### src/rtl/core/tvg_pkg.sv
// tvg_pkg: shared constants, codes and types of the torus vertex generator
// no dependencies; compiled before every other file
`default_nettype none

package tvg_pkg;

  localparam int MAX_SEGMENTS = 255;
  localparam int ANGLE_BITS   = 16;

  localparam int SEG_W     = 8;
  localparam int RAD_W     = 16;
  localparam int COMP_W    = 32;
  localparam int TEX_FRAC  = 16;
  localparam int TEX_X_W   = TEX_FRAC + 2;
  localparam int TEX_Y_W   = TEX_FRAC + 1;
  localparam int CFG_IDX_W = 2;

  // long division width covers angle and texcoord dividends
  localparam int DIV_W = (SEG_W + ANGLE_BITS > SEG_W + TEX_FRAC + 1) ?
                         SEG_W + ANGLE_BITS : SEG_W + TEX_FRAC + 1;
  localparam int DIV_LANES = 4;

  localparam int Q_W        = 31;
  localparam int SINE_LANES = 4;
  localparam logic [Q_W-1:0] Q30_ONE     = 31'h4000_0000;
  localparam logic [Q_W-1:0] HALF_PI_Q30 = 31'd1686629713;

  // floor(v / k) as (v * m) >> (32 + l), exact for v below 2^32
  localparam int HORNER_STEPS = 5;
  localparam int HMUL_W       = 33;
  localparam logic [HMUL_W-1:0] HORNER_MUL [HORNER_STEPS] = '{
    33'd4997780127, 33'd7635497416, 33'd6544712071, 33'd6871947674, 33'd5726623062
  };
  localparam logic [2:0] HORNER_L [HORNER_STEPS] = '{3'd7, 3'd7, 3'd6, 3'd5, 3'd3};

  localparam int PKT_MAX = 5;
  localparam int CNT_W   = 3;

  localparam logic REQ_QUAD = 1'b1;

  typedef enum logic [2:0] {
    KIND_POSITION,
    KIND_NORMAL,
    KIND_S_TANGENT,
    KIND_T_TANGENT,
    KIND_TEXCOORD,
    KIND_TRIANGLE,
    KIND_ERROR
  } kind_t;

  typedef enum logic [1:0] {
    CAT_VERTEX,
    CAT_QUAD,
    CAT_ERROR
  } cat_t;

  typedef enum logic [CFG_IDX_W-1:0] {
    CFG_SEGMENTS,
    CFG_MAJOR_RADIUS,
    CFG_TUBE_RADIUS
  } cfg_reg_t;

  typedef struct packed {
    cat_t                 cat;
    logic [SEG_W-1:0]     ring;
    logic [SEG_W-1:0]     vert;
    logic [1:0]           qa;
    logic [1:0]           qb;
    logic [TEX_X_W-1:0]   tex_x;
    logic [TEX_Y_W-1:0]   tex_y;
  } side_t;

  typedef logic [DIV_LANES-1:0][SEG_W-1:0]  rem_lanes_t;
  typedef logic [DIV_LANES-1:0][DIV_W-1:0]  w_lanes_t;
  typedef logic [SINE_LANES-1:0][Q_W-1:0]   q30_lanes_t;
  typedef logic [SINE_LANES-1:0][31:0]      sq_lanes_t;

  typedef struct packed {
    kind_t             kind;
    logic [COMP_W-1:0] x;
    logic [COMP_W-1:0] y;
    logic [COMP_W-1:0] z;
  } res_t;

  typedef res_t [PKT_MAX-1:0] res_arr_t;

  typedef struct packed {
    logic [CNT_W-1:0] cnt;
    res_arr_t         res;
  } pkt_t;

  function automatic logic [COMP_W-1:0] apply_sign(logic neg, logic [COMP_W-1:0] mag);
    return neg ? (~mag + COMP_W'(1)) : mag;
  endfunction

endpackage

`default_nettype wire

### src/rtl/core/tvg_if.sv
// tvg_req_if and tvg_res_if: request and result channels, valid/ready
// depends on tvg_pkg
`default_nettype none


interface tvg_res_if;
  logic                             valid;
  logic                             ready;
  logic [2:0]                       kind;
  logic signed [tvg_pkg::COMP_W-1:0] comp_x;
  logic signed [tvg_pkg::COMP_W-1:0] comp_y;
  logic signed [tvg_pkg::COMP_W-1:0] comp_z;
  logic                             last;

  modport source (output valid, kind, comp_x, comp_y, comp_z, last, input ready);
  modport sink   (input valid, kind, comp_x, comp_y, comp_z, last, output ready);
endinterface

`default_nettype wire

### src/rtl/core/tvg_out.sv
// tvg_out: result packet register that sends its results one beat at a time
// depends on tvg_pkg and tvg_res_if
`default_nettype none

module tvg_out (
  input  logic           clk,
  input  logic           rst,
  input  logic           in_valid,
  input  tvg_pkg::pkt_t  in_pkt,
  output logic           take,
  tvg_res_if.source      res
);

  logic [tvg_pkg::CNT_W-1:0] cnt;
  tvg_pkg::res_arr_t         slots;
  logic                      beat;

  assign beat = res.valid && res.ready;
  assign take = (cnt == '0) || (beat && cnt == tvg_pkg::CNT_W'(1));

  assign res.valid  = (cnt != '0);
  assign res.kind   = slots[0].kind;
  assign res.comp_x = slots[0].x;
  assign res.comp_y = slots[0].y;
  assign res.comp_z = slots[0].z;
  assign res.last   = (cnt == tvg_pkg::CNT_W'(1));

  always_ff @(posedge clk) begin
    if (rst) begin
      cnt <= '0;
    end else if (in_valid && take) begin
      cnt <= in_pkt.cnt;
    end else if (beat) begin
      cnt <= cnt - tvg_pkg::CNT_W'(1);
    end
  end

  always_ff @(posedge clk) begin
    if (in_valid && take) begin
      slots <= in_pkt.res;
    end else if (beat) begin
      slots <= tvg_pkg::res_arr_t'(slots >> $bits(tvg_pkg::res_t));
    end
  end

endmodule

`default_nettype wire

### src/flat_wrapper.sv
// flat-port wrapper written by rule: the top's interface ports become plain ports
module tvg_out_flat 
  (clk, rst, in_valid, in_pkt, take, res_valid, res_kind, res_comp_x, res_comp_y, res_comp_z, res_last, res_ready);
  tvg_res_if res_i ();
  input  logic clk;
  input  logic rst;
  input  logic in_valid;
  input  tvg_pkg::pkt_t in_pkt;
  output logic take;
  output wire logic [$bits(res_i.valid)-1:0] res_valid;
  output wire logic [$bits(res_i.kind)-1:0] res_kind;
  output wire logic [$bits(res_i.comp_x)-1:0] res_comp_x;
  output wire logic [$bits(res_i.comp_y)-1:0] res_comp_y;
  output wire logic [$bits(res_i.comp_z)-1:0] res_comp_z;
  output wire logic [$bits(res_i.last)-1:0] res_last;
  input wire logic [$bits(res_i.ready)-1:0] res_ready;
  assign res_valid = res_i.valid;
  assign res_kind = res_i.kind;
  assign res_comp_x = res_i.comp_x;
  assign res_comp_y = res_i.comp_y;
  assign res_comp_z = res_i.comp_z;
  assign res_last = res_i.last;
  assign res_i.ready = res_ready;
  tvg_out u_core (.clk(clk), .rst(rst), .in_valid(in_valid), .in_pkt(in_pkt), .take(take), .res(res_i));
endmodule
### config.mk
export PLATFORM = sky130hd
export DESIGN_NAME = tvg_out_flat
export DESIGN_NICKNAME = d
export VERILOG_FILES = /design/src/rtl/core/tvg_pkg.sv /design/src/rtl/core/tvg_if.sv /design/src/rtl/core/tvg_out.sv /design/src/flat_wrapper.sv
export SDC_FILE = /design/constraint.sdc
export NUM_CORES = 1
export LEC_CHECK = 0
export ABC_AREA = 0
export BUFFER_PORTS_ARGS = -buffer_cell sky130_fd_sc_hd__buf_2
export CAP_MARGIN = 30
export CORE_AREA = 2 2 235 237
export CTS_BUF_LIST = sky130_fd_sc_hd__clkbuf_4 sky130_fd_sc_hd__clkbuf_8
export DETAILED_ROUTE_END_ITERATION = 10
export DIE_AREA = 0 0 237 239
export PLACE_DENSITY = 0.73
export SYNTH_ARGS = -nofsm -noshare
export SYNTH_HDL_FRONTEND = slang
export SYNTH_SLANG_ARGS = --single-unit
### constraint.sdc
create_clock -name clk -period 8.3 [get_ports clk]
set_input_delay 1.66 -clock clk [delete_from_list [all_inputs] [get_ports clk]]
set_output_delay 1.66 -clock clk [all_outputs]
set_load 0.01 [all_outputs]
-- Yosys cells after proc, flatten, opt, wreduce, memory -nomap -nowiden
Cells that the tools add are included.
- flip-flop bits (word level): 498
- latch bits: 0
- bits in writable memories: 0
- ROM bits: 0
- input port bits: 502
- output and inout bits: 102
- logic and storage cells: 34
- memories: 0
- add/subtract/negate cells: 1
- $mul: 0
- div/mod/pow operators: 0
- order comparisons: 0
- eq/ne operators: 1
- shift operators: 0
- muxes and demuxes: 4
- bitwise gates (word level): 0
- reduce and logical (&&, ||, !) cells: 7
- operator list (cell ; number):
    2-to-1 mux 495 bit ; 2
    2-to-1 mux 3 bit ; 2
    equality test 3 x 1 -> 1 bit (second input constant) ; 1
    logical AND 1 bit ; 3
    logical NOT 3 bit ; 1
    nonzero test 3 bit ; 1
    subtractor 3 x 1 -> 3 bit (second input constant) ; 1
    nonzero test 2 bit ; 1
    logical OR 1 bit ; 1

-- Logic depth before layout (Yosys ltp)
Gate-level depths: netlist (run 1).
- depth after elaboration: 6
- gate-level depth with buffers: 10
- gate-level depth less buffers: 6

-- Worst setup path after synthesis (run 1)
No wires, ideal clock.
- path kind: input to register
- start: in in_valid
- end: reg u_core.cnt[0] in the netlist's numbering
- library setup time: 99 ps
- arrival time: 8349 ps
- required time: 8201 ps
- path slack: -147 ps
- stages on the path: 3
- path buffers: 0
- path through: mux2_2 o211ai_1 o31ai_1
- longest elaborated chain between the ends: 2
- elaborated cells on any way between the ends: 3
- classes of those cells: 1 x mux; 2 x reduce/logical
- RTL lines (what ; RTL line ; source):
    start: declaration ; flat_wrapper.sv:7 ; input logic in_valid;
    logical AND 1 bit (*) ; tvg_out.sv:31 ; end else if (in_valid && take) begin
    2-to-1 mux 3 bit or nonzero test 2 bit (tied branches) ; - ;
    end signal: assignment ; tvg_out.sv:32 ; cnt <= in_pkt.cnt;
    end signal: assignment ; tvg_out.sv:34 ; cnt <= cnt - tvg_pkg::CNT_W'(1);
    end: declaration ; tvg_out.sv:14 ; logic [tvg_pkg::CNT_W-1:0] cnt;
Every way passes the cells marked *; elsewhere a longest branch is shown, timed or not.
A chain may end at the register's enable or synchronous reset.

-- Worst setup path after layout (run 1)
- start: in res_ready
- end: out take
- longest elaborated chain between the ends: 3
- RTL lines (what ; RTL line ; source):
    start: declaration ; flat_wrapper.sv:16 ; input wire logic [$bits(res_i.ready)-1:0] res_ready;
    logical AND 1 bit ; tvg_out.sv:18 ; assign beat = res.valid && res.ready;
    logical AND 1 bit ; tvg_out.sv:19 ; assign take = (cnt == '0) || (beat && cnt == tvg_pkg::CNT_W'(1));
    logical OR 1 bit ; tvg_out.sv:19 ;
    end: declaration ; flat_wrapper.sv:9 ; output logic take;
Every way passes these cells.

==> out/results.ini, run 1 <==
[placed_design]
dpl.hpwl_um=35400
gp_congestion=0.867
portBuffers=603

[timing]
worst_slew_pin_slew_ns=1.13
fin_setup_tns_ns=0
grt_setup_unrepaired=no
period_share_pct=44.6
fmax_ghz=0.270
holdWs_ns=0.507
slew_violations=0
maxSlewHeadroom_pct=24.4
fin_crit_ns=3.70
finalHoldViolCount=0
fin_skew_ns=0.0210
setup_viol=0

[power]
cellPowerDensity_nw_per_um2=398
ir_worst_vdd_uv=277
p_total_w=0.0104
p_leak_nw=12.1

[synthesis]
postSynthCellCount=2013
ys_warn_count=0
synthFlopType=edfxtp_1
syn-cell-area_sq_um=21400
async_reset_ff_share_pct=0
syn_area_per_cell_sq_um=10.6
synth.most_common_cell=nand2_1
synth_cell_types=25
yosys.area.top_type=edfxtp_1
synth_top_area_share_pct=69.5
ys_ff_latch=498
syn-num-nets=2518
yosys-top-cells-count=1192 x nand2_1, 495 x edfxtp_1, 99 x and2_1, 99 x buf_4, 57 x buf_2
ys_seq_area_share_pct=69.7
synth_edf_count=495
yosys-top-cells-area=edfxtp_1 69%, nand2_1 21%, buf_4 3.5%

[global_route]
grt_pass1_wl_um=78700
antenna_found_initial=30
grt_pass1_vias=15200
overflow=0
grt_max_degree=262
grt.total_usage_pct=17.8

[clock_network]
path_clk_slew_ns=0.05
cts_buffer_depth=3
htreeDepth=3
cts_setup_buffers=0
clock_sinks=498
clk-insertion-delay-late_ns=0.66
cts_tree=yes
clk_root_buffer_cell=clkbuf_8
cts-resized-gates=0
holdBufCountCts=0
cts_made_buffers=85

[setup_path]
r2r_cells=5
max_stage_delay_ns=0.14
worstSetupEndpointType=primary output
cp.required_ns=6.64
crit_arrival_ns=2.04
worstPathCellList=buf_2 -> nand2_1 -> nand2_1 -> buf_2
crit_fanout=6
cp_slowest_cell=buf_2
crit_path_start_kind=input port
crit_type=in -> out

[floorplan]
io_pins=604
rows=86
die_w_um=237
core_sq_um=54300
die_y_um=239
start_util_pct=39.4
dieArea_sq_um=56600

[detailed_routing]
viasPerCell=4.62
drt_pre_antenna_iters=5
vias=15300
wire_per_inst_um=15.8
drc=0
wl_um=52400
drt-initial-drc-count=1172
detail-route-antenna-nets=0

[outcome]
status=finished, final reports clean

[finish]
drive_above_1_share_pct=29.0
syn_to_final_growth_pct=21.8
final_nets=3021
fillerInstances=4972

[flow_run]
cap_violations=0

[hold_path]
whs_path_depth=2
hold_class=reg -> reg

## state kept, by name, indices dropped and copies added, names as in the netlist
name and count:
u_core.res.comp_z 32, u_core.cnt 3, u_core.res.kind 3, u_core.res.comp_x 32, u_core.res.comp_y 32, u_core.slots 396
## where the power goes
| part | switching [W] | internal [W] | leakage [nW] |
|---|---|---|---|
| combinational | 0.00211 | 0.000980 | 6.28 |
| clock | 0.000997 | 0.00121 | 0.874 |
| sequential | 0.000384 | 0.00470 | 4.99 |
| total | 0.00349 | 0.00689 | 12.1 |
## cell families (layout without fill, tap and decap cells)
kind of cell	count (synthesis)	count (layout)	share of synthesized area (%)
and+or+nand+nor	1302	1302	24.1
AOI/OAI and AO/OA	7	7	0.234
DFF	498	498	69.7
muxes	1	1	0.0526
other	0	22	0
buffers and inverters	202	770	5.68
adders and majority gates	3	3	0.175
## cell usage in the layout (no fill, tap or decap), drive strengths merged
master       n
nand2     1192
buf        615
edfxtp     495
clkbuf     115
and2        99
clkinv      25
diode       22
inv          7
clkinvlp     5
nor2b        3
nor2         3
ha           3
bufinv       3
dfxtp        3
a211oi       2
mux2         1
a21oi        1
nor3b        1
or3b         1
nor3         1
nor4         1
a21boi       1
o211ai       1
o31ai        1
nand3b       1
a22oi        1
## per-layer routing
metal / part of all wire (%) / wire, um / track usage, %
met5: 0.21 / 112 / 0
met2: 48 / 25200 / 28.8
met3: 7.1 / 3700 / 4.42
met1: 40 / 21100 / 21.8
met4: 4.3 / 2270 / 10.1
## area by class of cell
| cell class | count | area, sq um | share of cell area (%) |
|---|---|---|---|
| repair buffers | 615 | 3230 | 12.4 |
| inverters | 3 | 11.3 | 0.0432 |
| multi-input cells | 1313 | 5280 | 20.3 |
| clock buffers | 115 | 1420 | 5.45 |
| flip-flops and latches | 498 | 14900 | 57.2 |
| diodes | 22 | 55.1 | 0.211 |
| clock inverters | 37 | 269 | 1.03 |
| well taps | 704 | 881 | 3.38 |
## worst paths after layout
check	startpoint	end	slack (ns)
max	res_ready	take	4.60
min	u_core.slots[324]	u_core.slots[225]	0.51
max reg2reg	u_core.cnt[0]	u_core.res.comp_y[25]	5.40
min reg2reg	u_core.slots[324]	u_core.slots[225]	0.51
## per-stage QoR
step | setup slack [ns] | cell area [sq um] | utilization, % | std cells
floorplan | 2.68 | 21400 | - | 2013
global placement | 4.13 | 24200 | 44.6 | 3130
detailed placement | 4.01 | 24200 | 44.6 | 3130
CTS | 4.60 | 25900 | 47.7 | 3282
global route | 4.49 | 26100 | 48.0 | 3305
finish | 4.60 | 26100 | 48.0 | 3307
## worst max-delay path, delay by kind of cell
kind	cells	cell delay, ns
and+or+nand+nor	2	0.12
buffers and inverters	2	0.26
Note: power is estimated with default switching activity, not from simulation.
==> run 2: changes to the inputs <==
==> constraint.sdc (replaced) <==
create_clock -name clk -period 3.4 [get_ports clk]
set_input_delay 0.68 -clock clk [delete_from_list [all_inputs] [get_ports clk]]
set_output_delay 0.68 -clock clk [all_outputs]
set_load 0.01 [all_outputs]
==> run 2 against run 1 <==
- global-route usage up 0.32 points
- flip-flop and latch count unchanged
- critical path depth up 2
- cell count up 0.67%
- first-iteration DRC count down 11%
- largest cell class unchanged
- highest routed layer unchanged
==> out/results.ini, run 2 (synthesis results as in run 1) <==
[detailed_routing]
drt-initial-drc-count=1047
drc=0
vias=15200
drt_pre_antenna_iters=5
wl_um=53200
detail-route-antenna-nets=0
wire_per_inst_um=16.0
viasPerCell=4.57

[timing]
finalHoldViolCount=0
fin_skew_ns=0.0340
setup_ws_ns=0.909
worst_slew_pin_slew_ns=0.690
setup_viol=0
grt_setup_unrepaired=no
period_share_pct=73.3
maxSlewHeadroom_pct=54.0
fmax_ghz=0.402
slew_violations=0
fin_crit_ns=2.49
fin_setup_tns_ns=0

[finish]
fin_area_sq_um=26300
utilization_pct=48.3
syn_to_final_growth_pct=22.7
fillerInstances=4947
largest_register_ffs=396
final_common_cell=nand2_1
final_nets=3047
layout_common_cells=1192 x nand2_1, 603 x buf_2, 495 x edfxtp_1, 99 x and2_1, 86 x clkbuf_8
top_register=u_core.slots
drive_above_1_share_pct=29.7

[setup_path]
crit_type=reg -> out
crit_path_end=take
crit_path_start_kind=flip-flop
max_stage_delay_ns=0.33
reg2reg_to=u_core.slots[336]
cp_num_cells=6
r2r_cells=5
cp_slowest_cell=dfxtp_1
cp.required_ns=2.72
crit_fanout=4
reg2reg_slack_ns=1.03
reg2reg_from=u_core.cnt[0]
cp_num_buf_inv=3
startpoint=u_core.cnt[0]
worstSetupEndpointType=primary output
critPathTopFamily=buffers and inverters
crit_arrival_ns=1.81
worstPathCellList=inv_1 -> ha_2 -> nor2b_2 -> inv_1 -> nand2_1 -> buf_2
crit_top_cell=inv_1

[placed_design]
dpl_cell_area_sq_um=24600
gp_congestion=0.886
dpl.hpwl_um=37900
portBuffers=603
place_ws_ns=0.889

[clock_network]
htreeDepth=3
holdBufCountCts=0
clk-insertion-delay-late_ns=0.66
cts_made_buffers=85
cts_buffer_depth=3
cts_tree=yes
cts_setup_buffers=0
cts-resized-gates=0
clock_sinks=498
clk_root_buffer_cell=clkbuf_8
path_clk_slew_ns=0.06

[power]
cellPowerDensity_nw_per_um2=969
ir_worst_vdd_uv=661
p_leak_nw=12.3

[floorplan]
io_pins=604
die_w_um=237
start_util_pct=39.4
core_sq_um=54300
rows=86
dieArea_sq_um=56600
die_y_um=239

[global_route]
antenna_found_initial=23
overflow=0
grt_max_degree=173
grt_pass1_vias=15000
grt_pass1_wl_um=79300
grt.total_usage_pct=18.1

[flow_run]
cap_violations=0

[outcome]
status=finished, final reports clean

[hold_path]
hold_class=in -> reg

run 2: worst min-delay path by stage:
stage / start / endpoint / depth (start not counted)
2_1_floorplan: u_core.cnt[1] / u_core.cnt[1] / 2
3_3_place_gp: u_core.cnt[1] / u_core.cnt[1] / 2
3_5_place_dp: u_core.cnt[1] / u_core.cnt[1] / 2
4_1_cts: rst / u_core.cnt[2] / 2
5_1_grt: in_pkt[257] / u_core.slots[257] / 3
6_report: rst / u_core.cnt[2] / 2
run 2: stage by stage:
| stage | total power (W) | cells | hold WS (ns) |
|---|---|---|---|
| 3_5_place_dp | 0.0205 | 3159 | 0.485 |
| 6_report | 0.0254 | 3329 | 0.257 |
| 5_1_grt | 0.0272 | 3324 | 0.209 |
| 4_1_cts | 0.0257 | 3309 | 0.173 |
| 2_1_floorplan | 0.0183 | 2013 | 0.470 |
| 3_3_place_gp | 0.0201 | 3159 | 0.486 |
run 2: layer usage:
| metal | vias up | track usage [%] | wire length (um) |
|---|---|---|---|
| met5 | - | 0 | 13 |
| met4 | 2 | 9.32 | 1770 |
| met3 | 118 | 4.48 | 4110 |
| met2 | 606 | 29.4 | 25800 |
| met1 | 6977 | 22.5 | 21400 |
| li1 | 7516 | - | - |
run 2: area by class of cell:
type                    instances  area (sq um)  share of cell area [%]
flip-flops and latches        498         14900                    56.8
inverters                       3          11.3                  0.0429
clock inverters                36           211                   0.805
multi-input cells            1313          5290                    20.1
clock buffers                 114          1390                    5.31
repair buffers                641          3500                    13.3
well taps                     704           881                    3.35
diodes                         20          50.0                   0.191
run 2: report_power, final:
group / switching, W / leakage [nW] / internal, W
clock network: 0.00243 / 0.833 / 0.00275
registers: 0.000952 / 4.99 / 0.0114
logic: 0.00520 / 6.43 / 0.00266
