<file path="config.mk">
export PLATFORM = sky130hd
export DESIGN_NAME = tvg_div_cell
export DESIGN_NICKNAME = d
export VERILOG_FILES = /design/src/rtl/core/tvg_pkg.sv /design/src/rtl/core/tvg_div_cell.sv
export SDC_FILE = /design/constraint.sdc
export NUM_CORES = 1
export LEC_CHECK = 0
export ABC_AREA = 1
export BUFFER_PORTS_ARGS = -buffer_cell sky130_fd_sc_hd__buf_2
export CORE_AREA = 2 2 150 152
export CTS_BUF_LIST = sky130_fd_sc_hd__clkbuf_4 sky130_fd_sc_hd__clkbuf_8 sky130_fd_sc_hd__clkbuf_16
export DETAILED_ROUTE_END_ITERATION = 12
export DIE_AREA = 0 0 152 154
export PLACE_DENSITY = 0.66
export SYNTH_ARGS = -nofsm -noshare
export SYNTH_HDL_FRONTEND = slang
export SYNTH_SLANG_ARGS = --single-unit
</file>
<file path="constraint.sdc">
create_clock -name clk -period 3.75 [get_ports clk]
set_input_delay 0.1875 -clock clk [delete_from_list [all_inputs] [get_ports clk]]
set_output_delay 0.1875 -clock clk [all_outputs]
set_load 0.005 [all_outputs]
</file>
<file path="src/rtl/core/tvg_pkg.sv">
// tvg_pkg: shared constants, codes and types of the torus vertex generator
// no dependencies; compiled before every other file
`default_nettype none

package tvg_pkg;

  localparam int MAX_SEGMENTS = 255;
  localparam int ANGLE_BITS   = 16;

  localparam int SEG_W     = 8;
  localparam int RAD_W     = 16;
  localparam int COMP_W    = 32;
  localparam int TEX_FRAC  = 16;
  localparam int TEX_X_W   = TEX_FRAC + 2;
  localparam int TEX_Y_W   = TEX_FRAC + 1;
  localparam int CFG_IDX_W = 2;

  // long division width covers angle and texcoord dividends
  localparam int DIV_W = (SEG_W + ANGLE_BITS > SEG_W + TEX_FRAC + 1) ?
                         SEG_W + ANGLE_BITS : SEG_W + TEX_FRAC + 1;
  localparam int DIV_LANES = 4;

  localparam int Q_W        = 31;
  localparam int SINE_LANES = 4;
  localparam logic [Q_W-1:0] Q30_ONE     = 31'h4000_0000;
  localparam logic [Q_W-1:0] HALF_PI_Q30 = 31'd1686629713;

  // floor(v / k) as (v * m) >> (32 + l), exact for v below 2^32
  localparam int HORNER_STEPS = 5;
  localparam int HMUL_W       = 33;
  localparam logic [HMUL_W-1:0] HORNER_MUL [HORNER_STEPS] = '{
    33'd4997780127, 33'd7635497416, 33'd6544712071, 33'd6871947674, 33'd5726623062
  };
  localparam logic [2:0] HORNER_L [HORNER_STEPS] = '{3'd7, 3'd7, 3'd6, 3'd5, 3'd3};

  localparam int PKT_MAX = 5;
  localparam int CNT_W   = 3;

  localparam logic REQ_QUAD = 1'b1;

  typedef enum logic [2:0] {
    KIND_POSITION,
    KIND_NORMAL,
    KIND_S_TANGENT,
    KIND_T_TANGENT,
    KIND_TEXCOORD,
    KIND_TRIANGLE,
    KIND_ERROR
  } kind_t;

  typedef enum logic [1:0] {
    CAT_VERTEX,
    CAT_QUAD,
    CAT_ERROR
  } cat_t;

  typedef enum logic [CFG_IDX_W-1:0] {
    CFG_SEGMENTS,
    CFG_MAJOR_RADIUS,
    CFG_TUBE_RADIUS
  } cfg_reg_t;

  typedef struct packed {
    cat_t                 cat;
    logic [SEG_W-1:0]     ring;
    logic [SEG_W-1:0]     vert;
    logic [1:0]           qa;
    logic [1:0]           qb;
    logic [TEX_X_W-1:0]   tex_x;
    logic [TEX_Y_W-1:0]   tex_y;
  } side_t;

  typedef logic [DIV_LANES-1:0][SEG_W-1:0]  rem_lanes_t;
  typedef logic [DIV_LANES-1:0][DIV_W-1:0]  w_lanes_t;
  typedef logic [SINE_LANES-1:0][Q_W-1:0]   q30_lanes_t;
  typedef logic [SINE_LANES-1:0][31:0]      sq_lanes_t;

  typedef struct packed {
    kind_t             kind;
    logic [COMP_W-1:0] x;
    logic [COMP_W-1:0] y;
    logic [COMP_W-1:0] z;
  } res_t;

  typedef res_t [PKT_MAX-1:0] res_arr_t;

  typedef struct packed {
    logic [CNT_W-1:0] cnt;
    res_arr_t         res;
  } pkt_t;

  function automatic logic [COMP_W-1:0] apply_sign(logic neg, logic [COMP_W-1:0] mag);
    return neg ? (~mag + COMP_W'(1)) : mag;
  endfunction

endpackage

`default_nettype wire

</file>
<file path="src/rtl/core/tvg_div_cell.sv">
// tvg_div_cell: one restoring long-division step on four lanes, registered
// depends on tvg_pkg
`default_nettype none

module tvg_div_cell (
  input  logic                      clk,
  input  logic                      rst,
  input  logic                      en,
  input  logic                      in_valid,
  input  tvg_pkg::side_t            in_side,
  input  tvg_pkg::rem_lanes_t       in_rem,
  input  tvg_pkg::w_lanes_t         in_w,
  input  logic [tvg_pkg::SEG_W-1:0] divisor,
  output logic                      out_valid,
  output tvg_pkg::side_t            out_side,
  output tvg_pkg::rem_lanes_t       out_rem,
  output tvg_pkg::w_lanes_t         out_w
);

  tvg_pkg::rem_lanes_t rem_next;
  tvg_pkg::w_lanes_t   w_next;

  always_comb begin
    logic [tvg_pkg::SEG_W:0] trial;
    logic [tvg_pkg::SEG_W:0] diff;
    trial = '0;
    diff  = '0;
    for (int i = 0; i < tvg_pkg::DIV_LANES; i++) begin
      trial = {in_rem[i], in_w[i][tvg_pkg::DIV_W-1]};
      diff  = trial - {1'b0, divisor};
      if (trial >= {1'b0, divisor}) begin
        rem_next[i] = diff[tvg_pkg::SEG_W-1:0];
        w_next[i]   = {in_w[i][tvg_pkg::DIV_W-2:0], 1'b1};
      end else begin
        rem_next[i] = trial[tvg_pkg::SEG_W-1:0];
        w_next[i]   = {in_w[i][tvg_pkg::DIV_W-2:0], 1'b0};
      end
    end
  end

  always_ff @(posedge clk) begin
    if (rst) begin
      out_valid <= 1'b0;
    end else if (en) begin
      out_valid <= in_valid;
    end
  end

  always_ff @(posedge clk) begin
    if (en) begin
      out_side <= in_side;
      out_rem  <= rem_next;
      out_w    <= w_next;
    end
  end

endmodule

`default_nettype wire

</file>
Word-level counts from Yosys, hierarchy flattened. Index checks and enable logic that the tools add are counted.

Memory bits (read-only): 0. Memories kept: 0. Bits in writable memories: 0. Word-level logic and storage cells: 32. Register bits after elaboration: 190. Bits in latches: 0.

Reduce and logical (&&, ||, !) cells: 0. Shifts and indexed selects: 0. Multiplexer cells: 8. Add/sub/neg operators: 4. Magnitude comparators: 4. Bitwise operators: 0. Multipliers: 0. Divide/modulo/power cells: 0. Equality and inequality tests: 0.

Operator list (number): $ge 9x8->1 (4); $mux 8 (4); $sub 8x8->8 (4); $mux 1 (4).

Depth between registers and ports, before layout. Gate-level depths: netlist (run 1).

Word-level depth: 2. Depth in mapped cells: 13. Mapped depth without buffers: 12.

Least setup slack after synthesis (run 1). Ideal clock, no wire load.

Path type: input port to flip-flop. Start point: input port divisor[2] (netlist name). End point: register out_rem[23] (netlist name) (data pin). Data arrival time: 1.282 ns. Path slack: 2.216 ns. Cell stages on the path: 11. Data required time: 3.498 ns. Cell sequence: inv_1 > ha_1 > buf_2 > nand2_1 > nand2_1 > a21oi_2 > nand2_2 > nand2_4 > nand2_4 > nand2_1 > nand2_1.

RTL lines: start, declared (line tvg_div_cell.sv:13) `input logic [tvg_pkg::SEG_W-1:0] divisor,`; end signal, assigned (line tvg_div_cell.sv:52) `out_rem <= rem_next;`; end, declared (line tvg_div_cell.sv:16) `output tvg_pkg::rem_lanes_t out_rem,`.

==> results.md, run 1 <==
- Run status: finished clean
- Fmax: roughly 540 MHz
- First-pass GRT wire length: 40.1 mm
- Antenna Nets Post-Route: 0
- WS Path Type: primary input to register
- Synth top area share: between 70% and 80%
- Main combinational cell family by area after synthesis: simple AND/OR/NAND/NOR gates
- Simple-Gate Fraction of Synth Area: 16.7%
- DRC Markers: 0
- Mapped Nets: 857
- Total design power: 5.35 mW
- Max-slew violation count: 0
- Endpoints failing setup: 0
- Synth warn: 0
- Unrepaired setup endpoints after global routing: false
- Post-synth top area cell: edfxtp_1
- Post-Syn Instances: between 600 and 700
- Rel. slew slack: between 40 and 50%
- Static Leakage: slightly below 6 nW
- Total congestion overflow: 0
- Top FF cell, synth: edfxtp_1
- DR WL/cell: about 18 um
- Worst slew pin tran: 0.833 ns
- Ys async rst share: 0%
- Vias/cell: 4.64
- Required time worst endpoint: 4.07 ns
- Setup TNS: 0 ns
- Startpoint Class: primary input
- Syn Std Cell Area: about 8000 sq um
- Iteration-0 DRC Markers: 436
- Initial Utilization: 37.0%
- Die area: approximately 23000 sq um
- CTS tree: done
- Adder-cell share of the synthesized area: under 10%
- Post-CTS Resized: 0
- Distinct cells, synth: 28
- Area delta synth->final: 55.8%
- Num CTS Buffers: 17
- Die W: between 150 and 200 um
- Worst vdd ir: 284 uV
- Pre-CTS setup slack: 1.78 ns
- Largest net degree at the start of global routing: 103
- Register bit count reported by yosys: 190
- Gpl congestion: around 0.85
- Max Fanout on Critical Path: between 100 and 150
- Compound-Gate Fraction of Synth Area: 0.921%
- Post-synthesis sequential area ratio: 71.0%
- Min-delay worst type: primary input to register
- Max-cap violations: 0
- Final hold violation count: 0
- Num ports: roughly 400
- Multiplexer area fraction after synthesis: 0.125%
- Setup crit end kind: register
- Setup Buffers After CTS: 0
- Clock buffer depth: 2
- Row cnt: 54
- PD cells: around 430 nW/um^2
- Total track usage: between 20 and 25%
- Reg clk slew, reported paths: approximately 0.070 ns
- Setup slack after layout: 1.89 ns
- Num Clock Sinks: 190
- Die height: 154 um
- Most common cell in the netlist: edfxtp_1
- Estimated wirelength of the detail-placed design: 19.8 mm
- Clock Latency Late Sink: 0.42 ns
- Avg Cell Area, Syn: 12.9 sq um
- Port-buffer cells: 390
- Final min period: 1.86 ns
- CTS Hold Bufs: 155
- 1st-pass router iterations: 5
- Final setup skew: 0 ns
- Via count: 6865
- Top cells by count, synth: 189 x edfxtp_1, 176 x nand2_1, 73 x inv_1
- Period Utilization, post-route: ~50%
- Number of global-route vias before repair: between 6000 and 7000
- Htree depth: 4
- CTS Root Buffer Type: clkbuf_16
- Final wirelength: 27.0 mm
- Synth area leaders: edfxtp_1 71%, nand2_1 8.2%, ha_1 5.0%
- Crit path DAT: ~2.2 ns
- Core area: 21700 sq um
- Initial antenna violation count: 6
- Fraction of layout cells with a size suffix above 1: about two fifths
- Xor/xnor share of the synthesized area: under 10%
- Nets: 1421
- Post-synth EDFFs: 189
-- worst max-delay path, cell delays in order --
cell and delay, ns:
clkbuf_8 0.59, buf_12 0.39, mux2i_1 0.26, nor2_1 0.06
dlygate4sd3_1 0.54
-- through the flow --
step	hold slack, ns	area, sq um	utilization, %	cells
floorplan	0.260	8020	-	620
global placement	0.343	10300	47.7	1290
detailed placement	0.351	10300	47.7	1290
CTS	0.0551	12500	57.6	1477
global route	0.0837	12500	57.6	1480
finish	0.0813	12500	57.6	1480
-- flip-flops by register name, summed over array words and instances (netlist names) --
| name | flops |
|---|---|
| out_side | 57 |
| out_w | 100 |
| out_valid | 1 |
| out_rem | 32 |
-- per-layer routing --
| metal | track usage (%) | vias up | share of wire [%] |
|---|---|---|---|
| met3 | 6.76 | 58 | 7.1 |
| met5 | 0 | - | 0.15 |
| met4 | 11.1 | 6 | 4.4 |
| met2 | 39.0 | 305 | 50 |
| li1 | - | 3255 | - |
| met1 | 26.2 | 3241 | 38 |
-- kinds of logic (layout without fill, tap and decap cells) --
group	after synthesis	after routing
AND/OR/NAND/NOR	288	288
flip-flops	190	190
buffers and inverters	81	658
adder cells (fa/ha/maj)	36	36
AO/OA/AOI/OAI	12	12
XOR/XNOR	12	12
multiplexers	1	1
other	0	3
-- layout make-up --
cell class,count,area [sq um]
fill,1771,9190
sequential,190,5700
timing repair buffer,547,3540
multi-input combinational,349,2010
clock buffer,18,433
tap,280,350
inverter,79,297
clock inverter,14,163
antenna,3,7.51
-- report_power, final --
group / switching (mW) / internal, mW / total (mW)
combinational: 0.493 / 0.436 / 0.929
clock: 0.892 / 0.912 / 1.80
sequential: 0.0538 / 2.56 / 2.61
-- placed cells by master, fill, tap and decap left out, drive strengths merged --
master,synthesis,final
xnor2,4,4
fa,4,4
a21boi,1,1
mux2i,1,1
nand3b,2,2
ha,32,32
nand3,60,60
inv,79,88
clkbuf,0,19
nand4,9,9
a21oi,11,11
nand2,185,185
nor2,28,28
dfxtp,1,1
nor3,3,3
clkinv,0,5
and3,1,1
xor2,8,8
dlygate4sd3,0,155
buf,2,391
edfxtp,189,189
diode,0,3
-- path summary, 6_finish.rpt --
check                                             from                endpoint  slack (ns)  cells past startpoint
worst max-delay path                                en  out_valid$_SDFFE_PP0P_        1.89                      5
worst min-delay path                          in_w[99]   out_rem[24]$_DFFE_PP_        0.08                      3
worst max register to register  out_valid$_SDFFE_PP0P_  out_valid$_SDFFE_PP0P_        2.56                      3
worst min register to register  out_valid$_SDFFE_PP0P_  out_valid$_SDFFE_PP0P_        1.10                      3
No activity file was read; power rests on OpenSTA's default activity.
==> inputs of run 2 (changes only) <==
Settings changed: CORE_AREA 2 2 150 152 to not set, CORE_ASPECT_RATIO set to 0.5, CORE_UTILIZATION set to 42, DIE_AREA 0 0 152 154 to not set, PLACE_DENSITY 0.66 to 0.77.
Clock period 3.75 ns to 1.7 ns, I/O delays scaled along.
==> results.md, run 2 (synthesis gave the netlist of run 1 again) <==
- Final setup skew: 0 ns
- Final non-filler cell total: 1505
- Commonest non-fill, non-tap cells in the layout: 388 x buf_2, 189 x edfxtp_1, 176 x nand2_1
- Endpoints failing setup: 0
- Final wirelength: approximately 26 mm
- Max reg flops: 100
- Grt met2 use: 47.6%
- Reg clk slew, reported paths: 0.08 ns
- Total congestion overflow: 0
- Biggest regs: out_w: 100 flops, out_side: 57 flops, out_rem: 32 flops
- Num CTS Buffers: 17
- Row cnt: 35
- Crit path DAT: 1.96 ns
- Max-cap violations: 0
- Post-layout util: 70.2%
- Die area: 19700 sq um
- CTS tree: done
- Initial Utilization: 43.3%
- Worst vdd ir: between 500 and 600 uV
- Cell Area, Placed: 10600 sq um
- GRT busiest layer: met2
- Met1 Use GR: 29.6%
- Crit-path cells: dlygate4sd3_1, buf_2, inv_1, ha_2, fa_2, inv_2, nand3_1, nand3_1, xor2_1, nand2_1, nand2_1
- Period Utilization, post-route: 98.7%
- 1st-pass router iterations: 4
- Antenna Nets Post-Route: 0
- Min-delay worst type: primary input to register
- Num Clock Sinks: 190
- Setup crit end kind: register
- WS Path Type: primary input to register
- Slowest CP cell: dlygate4sd3_1
- Htree depth: 4
- Nets: ~1500
- DR WL/cell: between 15 and 20 um
- Core area: 18500 sq um
- Max-slew violation count: 0
- Commonest non-fill, non-tap cell in the layout: buf_2
- DRC Markers: 0
- Via count: 7117
- Port-buffer cells: 390
- Startpoint Class: primary input
- Area delta synth->final: 62.1%
- PD cells: 938 nW/um^2
- Clock Latency Late Sink: 0.41 ns
- Run status: finished clean
- Final min period: 1.68 ns
- Die height: 99.7 um
- Die W: 197 um
- Max Fanout on Critical Path: 2
- Fmax: 596 MHz
- Final hold violation count: 0
- Rel. slew slack: 78.0%
- Estimated wirelength of the detail-placed design: 17.1 mm
- Routing usage on met3: 6.27%
- Total track usage: 25.9%
- Static Leakage: 6.09 nW
- Initial antenna violation count: 1
- Post-Place Cells: 1299
- Largest Register: out_w
- Num ports: 391
- Vias/cell: 4.73
- CTS Root Buffer Type: clkbuf_16
- Number of global-route vias before repair: between 7000 and 8000
- Clock buffer depth: 2
- Fraction of layout cells with a size suffix above 1: 40.6%
- Iteration-0 DRC Markers: 405
- First-pass GRT wire length: 38.1 mm
- Final Cell Area: 13000 sq um
- CP peak stage delay: 0.52 ns
- Required time worst endpoint: 1.98 ns
- Gpl congestion: 0.884
- Worst slew pin tran: 0.330 ns
- Largest net degree at the start of global routing: 55
-- run 2: per-layer routing --
metal	routed length, um	share of wire [%]	vias to the layer above
met4	696	2.7	0
met3	1670	6.4	53
li1	-	-	3366
met1	9750	38	3411
met5	0	0	-
met2	13800	53	287
-- run 2: stage by stage --
stage	setup TNS (ns)	power [mW]	worst slack [ns]	hold WS, ns
2_1_floorplan	0	6.59	0.269	0.157
6_report	0	12.2	0.0225	0.0114
5_1_grt	-0.0718	12.7	-0.0292	0.0132
4_1_cts	0	12.2	0.0278	0.000190
3_5_place_dp	-1.18	7.64	-0.0943	0.248
3_3_place_gp	-0.118	7.59	-0.0189	0.245
-- run 2: worst paths after layout --
path,from,to,slack (ns),cells past startpoint
worst max-delay path,in_w[74],out_rem[20]$_DFFE_PP_,0.02,11
worst min-delay path,in_rem[25],out_rem[26]$_DFFE_PP_,0.01,3
worst max register to register,out_valid$_SDFFE_PP0P_,out_valid$_SDFFE_PP0P_,0.52,3
worst min register to register,out_valid$_SDFFE_PP0P_,out_valid$_SDFFE_PP0P_,1.09,3
-- run 2: worst max-delay path: cells and delay by family --
family | cells | cell delay (ns)
AND/OR/NAND/NOR | 4 | 0.30
buffers and inverters | 4 | 0.75
XOR/XNOR | 1 | 0.20
adder cells (fa/ha/maj) | 2 | 0.61
-- run 2: area by class of cell --
| type | instances | area [sq um] |
|---|---|---|
| sequential | 190 | 5700 |
| fill | 1291 | 5530 |
| timing repair buffer | 595 | 3960 |
| multi-input combinational | 350 | 2090 |
| clock buffer | 17 | 425 |
| tap | 259 | 324 |
| inverter | 79 | 297 |
| clock inverter | 14 | 201 |
| antenna | 1 | 2.50 |
-- run 2: repair_timing --
action,CTS,global route
endpoints found under the setup margin,0,26
hold buffers,169,0
hold endpoints to repair,168,0
setup buffers,0,5
resized for setup,0,13
-- run 2: report_power, final --
| part | total [mW] | internal (mW) | switching [mW] |
|---|---|---|---|
| clock network | 4.22 | 2.26 | 1.96 |
| registers | 5.79 | 5.65 | 0.140 |
| logic | 2.18 | 1.08 | 1.10 |
| total | 12.2 | 8.99 | 3.20 |
==> inputs of run 3 (changes only) <==
Settings changed: ABC_AREA 1 to not set, CORE_UTILIZATION 42 to 41, MAX_ROUTING_LAYER set to met4.
==> results.md, run 3 <==
- DRC Markers: 0
- Min-delay worst type: primary input to register
- Rel. slew slack: 76.1%
- Top cells by count, synth: 189 x edfxtp_1, 32 x ha_1, 28 x a21oi_1
- Final non-filler cell total: 1327
- Post-Place Cells: 1123
- Initial Utilization: 42.2%
- DR WL/cell: 18.2 um
- Clk pwr share: 34.0%
- Num ports: ~400
- Gpl congestion: 0.899
- Top FF cell, synth: edfxtp_1
- Iteration-0 DRC Markers: 258
- Vias/cell: about 4.7
- Switching part of the total: about 25%
- PD cells: ~940 nW/um^2
- Max-slew violation count: 0
- Clock buffer depth: 2
- Register bit count reported by yosys: 190
- Largest net degree at the start of global routing: 41
- Post-Syn Instances: 430
- CTS tree: done
- Seq pwr share: between 40% and 50%
- Area delta synth->final: 71.2%
- Num Clock Sinks: between 150 and 200
- Total design power: 12.0 mW
- Die area: 18600 sq um
- Required time worst endpoint: around 1.9 ns
- Max-cap violations: 0
- Internal: 8.95 mW
- Die W: 192 um
- Initial antenna violation count: 0
- Max Fanout on Critical Path: 2
- Port-buffer cells: 390
- Most common cell in the netlist: edfxtp_1
- 1st-pass router iterations: 4
- Commonest non-fill, non-tap cell in the layout: buf_2
- Core area: approximately 18000 sq um
- Final hold violation count: 0
- Reg clk slew, reported paths: roughly 0.07 ns
- Syn Std Cell Area: 7400 sq um
- Synth area leaders: edfxtp_1 77%, ha_1 5.4%, a21oi_1 1.9%
- Total track usage: 26.7%
- Crit path DAT: approximately 1.9 ns
- Setup crit end kind: register
- Commonest non-fill, non-tap cells in the layout: 389 x buf_2, 189 x edfxtp_1, 171 x dlygate4sd3_1
- CTS Root Buffer Type: clkbuf_16
- Mapped Nets: 667
- Post-synthesis sequential area ratio: 76.9%
- Num CTS Buffers: 17
- Final wirelength: between 20 and 25 mm
- Htree depth: 4
- Synth top area share: 76.7%
- Largest Register: out_w
- Biggest regs: out_w: 100 flops, out_side: 57 flops, out_rem: 32 flops
- First-pass GRT wire length: 35.8 mm
- Fmax: roughly 590 MHz
- WS Path Type: primary input to register
- Distinct cells, synth: 34
- Post-synth top area cell: edfxtp_1
- Estimated wirelength of the detail-placed design: 16.3 mm
- Nets: 1317
- Worst vdd ir: 695 uV
- Row cnt: 34
- Avg Cell Area, Syn: 17.2 sq um
- Die height: just under 100 um
- Setup TNS: 0 ns
- Final min period: 1.69 ns
- Ys async rst share: 0%
- Total congestion overflow: 0
- Endpoints failing setup: 0
- Sw Pwr: ~3.0 mW
- Unrepaired setup endpoints after global routing: true
- Period Utilization, post-route: 99.2%
- Final setup skew: 0 ns
- Combinational group share of total power: 17.7%
- Max reg flops: 100
- Antenna diodes: 0
- Via count: ~6300
- Startpoint Class: primary input
- Synth warn: 0
- Run status: finished clean
- Number of global-route vias before repair: 6577
- Post-synth EDFFs: 189
- Static Leakage: about 5.6 nW
- Fraction of layout cells with a size suffix above 1: 48.2%
- Clock Latency Late Sink: 0.41 ns
- Worst slew pin tran: 0.358 ns
- Antenna Nets Post-Route: 0
==> run 3: changes by cell type after synthesis, sizes merged, moves of 4 or more <==
cell    previous run  this run
a21oi             11        28
o21bai             0         4
o21ai              0        24
inv               79        20
a21o               0         9
xnor2              4         8
nand4              9         0
nand2b             0         5
nand3             60         6
nand2            185        18
nor2b              0         8
mux2               0        11
==> run 3: routing by layer <==
| layer | global-route usage (%) | part of all wire, % |
|---|---|---|
| met1 | 30.0 | 38 |
| met4 | 8.12 | 1.8 |
| met2 | 47.1 | 54 |
| met3 | 6.20 | 6.1 |
| met5 | - | 0 |
==> run 3: power groups by stage <==
stage	combinational [mW]	sequential [mW]	clock, mW
floorplan	0.557	5.93	0
global placement	1.69	5.86	0
detailed placement	1.73	5.87	0
CTS	2.06	5.77	4.13
global route	2.29	5.83	4.31
finish	2.12	5.79	4.07
==> run 3: layout make-up <==
| type | instances | area, sq um |
|---|---|---|
| flip-flops and latches | 190 | 5700 |
| fillers | 1161 | 4850 |
| repair buffers | 634 | 4260 |
| multi-input cells | 217 | 1740 |
| clock buffers | 18 | 433 |
| well taps | 234 | 293 |
| clock inverters | 14 | 173 |
| inverters | 20 | 86.3 |
==> run 3: cells by family after synthesis <==
family | after synthesis | share of synthesized area, %
and+or+nand+nor | 71 | 4.48
AOI/OAI and AO/OA | 78 | 6.41
adders and majority gates | 36 | 6.49
muxes | 15 | 2.47
buffers and inverters | 23 | 1.22
xor gates and xnor gates | 17 | 2.01
DFF | 190 | 76.9
==> run 3: worst paths after layout <==
| check | endpoint | depth (start not counted) | from | slack, ns |
|---|---|---|---|---|
| setup / recovery | out_rem[12]$_DFFE_PP_ | 8 | in_rem[12] | 0.01 |
| hold / removal | out_rem[19]$_DFFE_PP_ | 2 | in_rem[18] | 0.02 |
| setup reg to reg | out_valid$_SDFFE_PP0P_ | 3 | out_valid$_SDFFE_PP0P_ | 0.57 |
| hold reg to reg | out_valid$_SDFFE_PP0P_ | 3 | out_valid$_SDFFE_PP0P_ | 1.05 |
==> run 3: what timing repair did <==
item	in CTS	in global routing
hold endpoints to repair	169	1
hold buffers	170	1
gates resized for setup	0	13
setup buffers	0	1
endpoints found under the setup margin	0	21
==> run 3: stage by stage <==
| step | hold slack [ns] | setup WS (ns) | instance area (sq um) | utilization, % |
|---|---|---|---|---|
| floorplan | 0.157 | -0.141 | 7470 | - |
| global route | 0.000788 | -0.0176 | 12700 | 72.3 |
| global placement | 0.249 | -0.306 | 10300 | 58.7 |
| finish | 0.0237 | 0.0138 | 12700 | 72.3 |
| CTS | 0.00939 | 0.0135 | 12600 | 71.8 |
| detailed placement | 0.262 | -0.357 | 10300 | 58.7 |
==> run 3: worst max-delay path, stage by stage <==
cell and delay [ns]:
dlygate4sd3_1 0.54, buf_2 0.14, ha_1 0.21, a21o_1 0.18, nand2_1 0.07, nand2_1 0.08, a41oi_2 0.19, mux2_2 0.36
